`src/rtl/tmst_pkg.sv`:
```
// Shared types and constants of the tagged mailbox slot table.
package tmst_pkg;

  // Field widths of the item channels and the configuration register, and the reset value of the active slot count.
  localparam int DEST_W      = 8;
  localparam int MSG_W       = 8;
  localparam int IDX_W       = 4;
  localparam int CFG_W       = 5;
  localparam int ACTIVE_RESET = 16;

  // Defaults of the top-level parameters.
  localparam int SLOTS_DEFAULT       = 16;
  localparam int HANDLE_BITS_DEFAULT = 8;

  typedef enum logic {
    KIND_SEND = 1'b0,
    KIND_RECV = 1'b1
  } kind_t;

  typedef enum logic [1:0] {
    ST_OK         = 2'd0,
    ST_EMPTY_FULL = 2'd1,
    ST_BAD_PARAM  = 2'd2
  } status_t;

  // Input beat.
  typedef struct packed {
    kind_t               kind;
    logic [DEST_W-1:0]   dest_id;
    logic [MSG_W-1:0]    msg_handle;
    logic                msg_missing;
  } in_beat_t;

  // Result beat.
  typedef struct packed {
    status_t             status;
    logic [MSG_W-1:0]    msg_out;
    logic [IDX_W-1:0]    slot_index;
  } out_beat_t;

  // Request broadcast from the controller to every cell.
  typedef struct packed {
    kind_t               kind;
    logic [DEST_W-1:0]   dest;
    logic [MSG_W-1:0]    handle;
    logic                exec;
  } cell_req_t;

  // Search carry handed from one cell to the next.
  typedef struct packed {
    logic                taken;
    logic [IDX_W-1:0]    idx;
    logic [MSG_W-1:0]    msg;
  } cell_chain_t;

endpackage

```
`src/rtl/tmst_stream_if.sv`:
```
// Valid/ready channel interface carrying one payload beat.
interface tmst_stream_if #(
  parameter type T = logic
);
  logic valid;
  logic ready;
  T     data;

  modport source (output valid, output data, input ready);
  modport sink   (input valid, input data, output ready);
endinterface

```
`src/rtl/tagged_mailbox_slot_table_unit.sv`:
```
// Top level of the tagged mailbox slot table: controller, cell row and result register.
//
// The table is a row of SLOTS cells, each holding one slot's valid mark,
// destination id and message handle. An input beat is first registered in
// req_r and resolved once the result register can take it: the request is
// broadcast to all cells and a one-bit carry runs down the row so that the
// lowest free slot (send) or the lowest valid matching slot (receive) takes
// it, updates itself and hands its index and handle along the row to the
// result register. A new item is accepted once the previous one has moved
// into the result register, even while that result still waits to be taken.
// Slot marks are cleared by reset; there is no clearing pass. The active slot
// count is written through the cfg channel; write it only while no item is in
// flight, the block itself does not enforce this. 0 acts as 1 and values above
// SLOTS act as SLOTS.
module tagged_mailbox_slot_table_unit #(
  parameter int SLOTS       = tmst_pkg::SLOTS_DEFAULT,
  parameter int HANDLE_BITS = tmst_pkg::HANDLE_BITS_DEFAULT
) (
  input  logic       clk,
  input  logic       rst_n,
  tmst_stream_if.sink   in_ch,
  tmst_stream_if.source out_ch,
  tmst_stream_if.sink   cfg_ch
);

  localparam int CntW   = $clog2(SLOTS + 1);
  localparam int StoreW = (HANDLE_BITS < tmst_pkg::MSG_W) ? HANDLE_BITS : tmst_pkg::MSG_W;
  localparam int ActReset = (SLOTS < tmst_pkg::ACTIVE_RESET) ? SLOTS : tmst_pkg::ACTIVE_RESET;
  localparam int IdxW   = tmst_pkg::IDX_W;

  logic                  busy_r;
  tmst_pkg::in_beat_t    req_r;
  logic                  out_valid_r;
  tmst_pkg::out_beat_t   out_data_r;
  logic [CntW-1:0]       act_r;
  logic [CntW-1:0]       act_nxt;
  logic [CntW-1:0]       used_r;
  logic [CntW-1:0]       used_nxt;

  logic                  out_free;
  logic                  go;
  logic                  send_full;
  tmst_pkg::cell_req_t   req;
  tmst_pkg::cell_chain_t chain [SLOTS+1];
  logic [SLOTS-1:0]      in_range;
  logic [SLOTS-1:0]      valid_vec;
  tmst_pkg::out_beat_t   result;

  // Channel handshakes.
  assign out_free     = !out_valid_r || out_ch.ready;
  assign go           = busy_r && out_free;
  assign in_ch.ready  = !busy_r;
  assign cfg_ch.ready = 1'b1;
  assign out_ch.valid = out_valid_r;
  assign out_ch.data  = out_data_r;

  // Clamp the written slot count into 1..SLOTS.
  always_comb begin
    if (cfg_ch.data == '0) begin
      act_nxt = CntW'(1);
    end else if (int'(cfg_ch.data) > SLOTS) begin
      act_nxt = CntW'(SLOTS);
    end else begin
      act_nxt = CntW'(int'(cfg_ch.data));
    end
  end

  // Request broadcast to the cells; a send only executes when it is legal.
  assign send_full = (used_r >= act_r);
  always_comb begin
    req.kind   = req_r.kind;
    req.dest   = req_r.dest_id;
    req.handle = req_r.msg_handle;
    if (req_r.kind == tmst_pkg::KIND_SEND) begin
      req.exec = go && !req_r.msg_missing && !send_full;
    end else begin
      req.exec = go;
    end
  end

  // Row of slot cells linked by the search chain.
  assign chain[0] = '0;
  for (genvar i = 0; i < SLOTS; i++) begin : g_cell
    assign in_range[i] = (CntW'(i) < act_r);
    tmst_cell #(
      .IDX     (i),
      .STORE_W (StoreW)
    ) u_cell (
      .clk       (clk),
      .rst_n     (rst_n),
      .req       (req),
      .in_range  (in_range[i]),
      .chain_in  (chain[i]),
      .chain_out (chain[i+1]),
      .valid_o   (valid_vec[i])
    );
  end

  // Result beat and fill count update.
  always_comb begin
    result   = '{status: tmst_pkg::ST_EMPTY_FULL, msg_out: '0, slot_index: '0};
    used_nxt = used_r;
    if (req_r.kind == tmst_pkg::KIND_SEND) begin
      if (req_r.msg_missing) begin
        result.status = tmst_pkg::ST_BAD_PARAM;
      end else if (!send_full && chain[SLOTS].taken) begin
        result.status     = tmst_pkg::ST_OK;
        result.slot_index = chain[SLOTS].idx;
        used_nxt          = used_r + CntW'(1);
      end
    end else if (chain[SLOTS].taken) begin
      result.status     = tmst_pkg::ST_OK;
      result.msg_out    = chain[SLOTS].msg;
      result.slot_index = chain[SLOTS].idx;
      if (used_r != '0) begin
        used_nxt = used_r - CntW'(1);
      end
    end
  end

  // Controller state, fill count and configuration register.
  always_ff @(posedge clk) begin
    if (!rst_n) begin
      busy_r      <= 1'b0;
      out_valid_r <= 1'b0;
      used_r      <= '0;
      act_r       <= CntW'(ActReset);
    end else begin
      if (cfg_ch.valid) begin
        act_r <= act_nxt;
      end
      if (in_ch.valid && !busy_r) begin
        busy_r <= 1'b1;
      end else if (go) begin
        busy_r <= 1'b0;
      end
      if (go) begin
        out_valid_r <= 1'b1;
        used_r      <= used_nxt;
      end else if (out_ch.ready) begin
        out_valid_r <= 1'b0;
      end
    end
  end

  // Payload registers.
  always_ff @(posedge clk) begin
    if (in_ch.valid && !busy_r) begin
      req_r <= in_ch.data;
    end
    if (go) begin
      out_data_r <= result;
    end
  end

`ifndef SYNTHESIS
  // The fill count always equals the number of occupied slots.
  a_count_matches: assert property (@(posedge clk) disable iff (!rst_n)
    $countones(valid_vec) == int'(used_r))
    else $error("fill count differs from occupied slots");

  // The active slot count stays within 1..SLOTS.
  a_act_range: assert property (@(posedge clk) disable iff (!rst_n)
    (act_r != '0) && (int'(act_r) <= SLOTS))
    else $error("active slot count out of range");

  // A new result only appears after an item was in flight.
  a_result_after_busy: assert property (@(posedge clk) disable iff (!rst_n)
    $rose(out_valid_r) |-> $past(busy_r))
    else $error("result without a pending item");

  // A successful send never lands on a slot outside the active range.
  a_send_in_range: assert property (@(posedge clk) disable iff (!rst_n)
    (req.exec && (req.kind == tmst_pkg::KIND_SEND) && chain[SLOTS].taken)
      |=> (int'(out_data_r.slot_index) < int'(act_r)) || (SLOTS > (1 << IdxW)))
    else $error("send filled a slot beyond the active count");
`endif

endmodule

```
`src/rtl/tmst_cell.sv`:
```
// One packet slot of the table together with its link in the search chain.
module tmst_cell #(
  parameter int IDX     = 0,
  parameter int STORE_W = 8
) (
  input  logic                 clk,
  input  logic                 rst_n,
  input  tmst_pkg::cell_req_t   req,
  input  logic                 in_range,
  input  tmst_pkg::cell_chain_t chain_in,
  output tmst_pkg::cell_chain_t chain_out,
  output logic                 valid_o
);

  localparam int MsgW = tmst_pkg::MSG_W;
  localparam int IdxW = tmst_pkg::IDX_W;
  localparam int DestW = tmst_pkg::DEST_W;
  localparam logic [IdxW-1:0] IdxField = IdxW'(IDX % (1 << IdxW));

  logic               valid_r;
  logic [DestW-1:0]   dest_r;
  logic [STORE_W-1:0] msg_r;
  logic               hit;
  logic               grant;

  // A send wants a free slot inside the active range; a receive wants a match.
  always_comb begin
    if (req.kind == tmst_pkg::KIND_SEND) begin
      hit = !valid_r && in_range;
    end else begin
      hit = valid_r && (dest_r == req.dest);
    end
    grant = hit && !chain_in.taken;
  end

  // The first hitting cell claims the request and puts its slot on the chain.
  always_comb begin
    chain_out.taken = chain_in.taken || hit;
    chain_out.idx   = grant ? IdxField : chain_in.idx;
    chain_out.msg   = grant ? MsgW'(msg_r) : chain_in.msg;
  end

  // Valid mark is control state and resets; the payload does not.
  always_ff @(posedge clk) begin
    if (!rst_n) begin
      valid_r <= 1'b0;
    end else if (grant && req.exec) begin
      valid_r <= (req.kind == tmst_pkg::KIND_SEND);
    end
  end

  always_ff @(posedge clk) begin
    if (grant && req.exec && (req.kind == tmst_pkg::KIND_SEND)) begin
      dest_r <= req.dest;
      msg_r  <= STORE_W'(req.handle);
    end
  end

  assign valid_o = valid_r;

endmodule

```
`src/flat_wrapper.sv`:
```
// flat-port wrapper written by rule: the top's interface ports become plain ports
module tagged_mailbox_slot_table_unit_flat 
#(
  parameter int SLOTS       = tmst_pkg::SLOTS_DEFAULT,
  parameter int HANDLE_BITS = tmst_pkg::HANDLE_BITS_DEFAULT
)
  (clk, rst_n, in_ch_valid, in_ch_data, in_ch_ready, out_ch_valid, out_ch_data, out_ch_ready, cfg_ch_valid, cfg_ch_data, cfg_ch_ready);
  tmst_stream_if #(.T(tmst_pkg::in_beat_t)) in_ch_i ();
  tmst_stream_if #(.T(tmst_pkg::out_beat_t)) out_ch_i ();
  tmst_stream_if #(.T(logic [tmst_pkg::CFG_W-1:0])) cfg_ch_i ();
  input  logic clk;
  input  logic rst_n;
  input wire logic [$bits(in_ch_i.valid)-1:0] in_ch_valid;
  input wire logic [$bits(in_ch_i.data)-1:0] in_ch_data;
  output wire logic [$bits(in_ch_i.ready)-1:0] in_ch_ready;
  output wire logic [$bits(out_ch_i.valid)-1:0] out_ch_valid;
  output wire logic [$bits(out_ch_i.data)-1:0] out_ch_data;
  input wire logic [$bits(out_ch_i.ready)-1:0] out_ch_ready;
  input wire logic [$bits(cfg_ch_i.valid)-1:0] cfg_ch_valid;
  input wire logic [$bits(cfg_ch_i.data)-1:0] cfg_ch_data;
  output wire logic [$bits(cfg_ch_i.ready)-1:0] cfg_ch_ready;
  assign in_ch_i.valid = in_ch_valid;
  assign in_ch_i.data = in_ch_data;
  assign in_ch_ready = in_ch_i.ready;
  assign out_ch_valid = out_ch_i.valid;
  assign out_ch_data = out_ch_i.data;
  assign out_ch_i.ready = out_ch_ready;
  assign cfg_ch_i.valid = cfg_ch_valid;
  assign cfg_ch_i.data = cfg_ch_data;
  assign cfg_ch_ready = cfg_ch_i.ready;
  tagged_mailbox_slot_table_unit #(.SLOTS(SLOTS), .HANDLE_BITS(HANDLE_BITS)) u_core (.clk(clk), .rst_n(rst_n), .in_ch(in_ch_i), .out_ch(out_ch_i), .cfg_ch(cfg_ch_i));
endmodule
```
`config.mk`:
```
export PLATFORM = sky130hd
export DESIGN_NAME = tagged_mailbox_slot_table_unit_flat
export DESIGN_NICKNAME = d
export VERILOG_FILES = /design/src/rtl/tmst_pkg.sv /design/src/rtl/tmst_stream_if.sv /design/src/rtl/tagged_mailbox_slot_table_unit.sv /design/src/rtl/tmst_cell.sv /design/src/flat_wrapper.sv
export SDC_FILE = /design/constraint.sdc
export NUM_CORES = 1
export LEC_CHECK = 0
export BUFFER_PORTS_ARGS = -buffer_cell sky130_fd_sc_hd__buf_2
export CORE_ASPECT_RATIO = 0.6
export CORE_MARGIN = 1
export CORE_UTILIZATION = 25
export DETAILED_ROUTE_END_ITERATION = 6
export HOLD_SLACK_MARGIN = 0.1
export PLACE_DENSITY = 0.45
export SLEW_MARGIN = 20
export SYNTH_ARGS = -nofsm -noshare
export SYNTH_HDL_FRONTEND = slang
export SYNTH_HIERARCHICAL = 1
export SYNTH_SLANG_ARGS = --single-unit
```
`constraint.sdc`:
```
create_clock -name clk -period 7.9 [get_ports clk]
set_input_delay 1.185 -clock clk [delete_from_list [all_inputs] [get_ports clk]]
set_output_delay 1.185 -clock clk [all_outputs]
set_load 0.05 [all_outputs]
```
==> results.sh <==
export IMPL_grt_max_degree=43
export IMPL_syn_avg_cell_area_um2=14.7
export IMPL_gp_congestion=0.744
export IMPL_startpoint_type="flip-flop"
export IMPL_clockBufferDepth=3
export IMPL_grt_setup_unrepaired="false"
export IMPL_grt_use_met1=0.182
export IMPL_die_x_um=324
export IMPL_status="finished clean"
export IMPL_r2r_end="u_core/out_ch.data[8]$_SDFFCE_PN0P_"
export IMPL_critPathRequiredTime_ns=8.21
export IMPL_grt_pass1_wl_um=52100
export IMPL_cp_endpoint="u_core/out_ch.data[8]$_SDFFCE_PN0P_"
export IMPL_setup_viol=0
export IMPL_final_min_clock_period_ns=6.70
export IMPL_tns_ns=0
export IMPL_fin_worst_skew_ns=0.0181
export IMPL_synth_cells=1064
export IMPL_core_um2=61300
export IMPL_critPathLaunch="u_core/act_r[4]$_SDFFE_PN1P_"
export IMPL_cts_sink_count=316
export IMPL_dp_final_hpwl_um=23800
export IMPL_cp_arrival_ns=7.01
export IMPL_cts_root_buf="clkbuf_16"
export IMPL_path_class="flip-flop to flip-flop"
export IMPL_synth_top_family_by_area="multiplexers"
export IMPL_vias=8504
export IMPL_timing_final_crit_share=0.848
export IMPL_num_io_pins=45
export IMPL_synth_distinct_cells=53
export IMPL_cts_hold_buf=0
export IMPL_dr_pass1_iters=5
export IMPL_hold_path_depth=2
export IMPL_drt_iter0_drc=686
export IMPL_reg2reg_from="u_core/act_r[4]$_SDFFE_PN1P_"
export IMPL_synth_edf_count=288
export IMPL_io_buffers=43
export IMPL_grt_usage=0.106
export IMPL_antenna_cells=0
export IMPL_synth_seq_cells=316
export IMPL_busiest_layer="met1"
export IMPL_wire_per_inst_um=16.9
export IMPL_grt_use_met2=0.133
export IMPL_grt_pass1_vias=8469
export IMPL_grt_ovfl_total=0
export IMPL_p_total_w=0.00364
export IMPL_cts_tree="done"
export IMPL_area_growth_pct=14.9
export IMPL_reg2reg_depth=24
export IMPL_timing_slew_headroom=0.268
export IMPL_crit_path_end_kind="flip-flop"
export IMPL_met3_usage=0.0206
export IMPL_drc=0
export IMPL_antenna_found_initial=0
export IMPL_synthAdderAreaFrac=0.00770
export IMPL_synth_area_um2=15600
export IMPL_crit_path_max_fanout=12
export IMPL_async_flop_share=0
export IMPL_yosys_warnings=6
export IMPL_cts_buffers=29
export IMPL_synth_compound_area_frac=0.0959
export IMPL_drv_slew=0
export IMPL_synth_xor_area_share=0.0460
export IMPL_die_y_um=195
export IMPL_final_antenna_net_count=0
export IMPL_synth_mux_area_fraction=0.115
export IMPL_drt_wl_total_um=34000
export IMPL_dieArea_um2=63400
export IMPL_power_density_nw_per_um2=203
export IMPL_ys_flop_type="edfxtp_1"
export IMPL_rows=70
export IMPL_cts_resized=0
export IMPL_post_cts_setup_buffers=0
export IMPL_drv_cap=0
export IMPL_clk_insertion_delay_late_ns=0.56
export IMPL_clkTransAtPathRegs_ns=0.07
export IMPL_irDropWorstVdd_mv=0.141
export IMPL_p_leak_nw=6.32
export IMPL_cts_htree_levels=1
export IMPL_start_util=0.254
export IMPL_r2r_setup_slack_ns=1.20
export IMPL_hold_path_class="flip-flop to flip-flop"
export IMPL_drive_gt1_frac=0.296
export IMPL_yosys_area_share_simple=0.107
export IMPL_hold_violations=0
export IMPL_avgViaCountPerCell=4.24
export IMPL_nets=1199
export IMPL_ys_seq_area_frac=0.590
export IMPL_timing_fmax_ghz=0.149
export IMPL_max_slew_worst_pin_slew_ns=1.09
[placed cells by master (no fill, tap or decap), drive strengths merged, types with 25 or more instances in the layout]
master,count
edfxtp,288
inv,96
mux2,128
xor2,80
o21ai,33
or2,32
dfxtp,28
nor2,36
a21oi,28
clkbuf,38
buf,71
nor2b,68
nand2,25
[cell families (layout without fill, tap and decap cells)]
logic type,after synthesis,count (layout)
flops,316,316
simple gates,259,259
compound gates,153,153
mux,128,128
buf+inv,115,217
xor+xnor,82,82
fa+ha+maj,9,9
other cells,2,16
[cells in the mapped netlist (all sizes together), types with 20 or more instances]
library cell,n,area share
xor2,80,0.045
nand2b,20,0.0080
mux2,128,0.12
inv,96,0.023
nor2b,68,0.033
edfxtp,288,0.55
o21ai,33,0.011
nor2,36,0.0087
or2,32,0.013
a21oi,28,0.015
nand2,25,0.0060
dfxtp,28,0.036
[final cells by class]
type | count | area [um2]
Clock inverter | 11 | 133
Inverter | 97 | 364
Timing Repair Buffer | 71 | 433
Tap cell | 828 | 1040
Sequential cell | 316 | 9210
Fill cell | 6223 | 43400
Multi-Input combinational cell | 647 | 5970
Clock buffer | 38 | 779
[layer usage]
metal	share of wire	wire length, um
met4	0.011	383
met5	0	0
met1	0.59	20200
met2	0.36	12200
met3	0.037	1260
[metrics by stage]
stage	cells	utilization	worst slack, ns	instance area [um2]	hold WS [ns]
4_1_cts	2007	0.292	1.17	17900	0.500
2_1_floorplan	1078	-	0.882	15700	0.461
5_1_grt	2008	0.292	0.661	17900	0.522
6_report	2008	0.292	1.20	17900	0.503
3_3_place_gp	1958	0.277	1.21	17000	0.479
3_5_place_dp	1958	0.277	1.19	17000	0.490
[critical path: stages, from the launching register on]
cell and delay, ns:
dfxtp_1 0.35, nor2_1 0.26, inv_1 0.10, nor2_1 0.23, nand2_1 0.11, inv_1 0.08
or3_1 0.22, nand3b_1 0.18, nand3b_1 0.26, nand3b_1 0.24, a21oi_2 0.70, mux2_4 0.35
mux2_4 0.26, mux2_4 0.27, mux2_4 0.26, mux2_4 0.27, mux2_4 0.27, mux2_4 0.27
mux2_4 0.27, mux2_4 0.27, mux2_4 0.26, mux2_4 0.26, mux2_4 0.26, mux2_4 0.26
and3_1 0.17
[state kept, by name (all words and copies together), names as in the netlist]
| register | count |
|---|---|
| u_core/act_r | 5 |
| u_core/busy_r | 1 |
| u_core/g_cell.u_cell/dest_r | 128 |
| u_core/g_cell.u_cell/msg_r | 128 |
| u_core/g_cell.u_cell/valid_o | 16 |
| u_core/out_ch.data | 14 |
| u_core/out_ch.valid | 1 |
| u_core/req | 17 |
| u_core/req_r | 1 |
| u_core/used_r | 5 |
[power breakdown]
part / internal (W) / total (W) / leakage, nW / switching [W]
clock network: 0.000787 / 0.00141 / 0.435 / 0.000621
logic: 0.000177 / 0.000359 / 3.05 / 0.000182
registers: 0.00185 / 0.00187 / 2.83 / 0.0000245
total: 0.00281 / 0.00364 / 6.32 / 0.000827
[how the worst min path moves through the flow]
stage	from	to	slack, ns
2_1_floorplan	u_core/g_cell[1].u_cell/valid_o$_SDFFE_PN0P_	u_core/g_cell[1].u_cell/valid_o$_SDFFE_PN0P_	0.46
3_3_place_gp	u_core/g_cell[0].u_cell/valid_o$_SDFFE_PN0P_	u_core/g_cell[0].u_cell/valid_o$_SDFFE_PN0P_	0.48
3_5_place_dp	u_core/g_cell[4].u_cell/valid_o$_SDFFE_PN0P_	u_core/g_cell[4].u_cell/valid_o$_SDFFE_PN0P_	0.49
4_1_cts	u_core/g_cell[4].u_cell/valid_o$_SDFFE_PN0P_	u_core/g_cell[4].u_cell/valid_o$_SDFFE_PN0P_	0.50
5_1_grt	u_core/g_cell[1].u_cell/valid_o$_SDFFE_PN0P_	u_core/g_cell[1].u_cell/valid_o$_SDFFE_PN0P_	0.52
6_report	u_core/g_cell[4].u_cell/valid_o$_SDFFE_PN0P_	u_core/g_cell[4].u_cell/valid_o$_SDFFE_PN0P_	0.50
(Power assumes the default switching activity.)
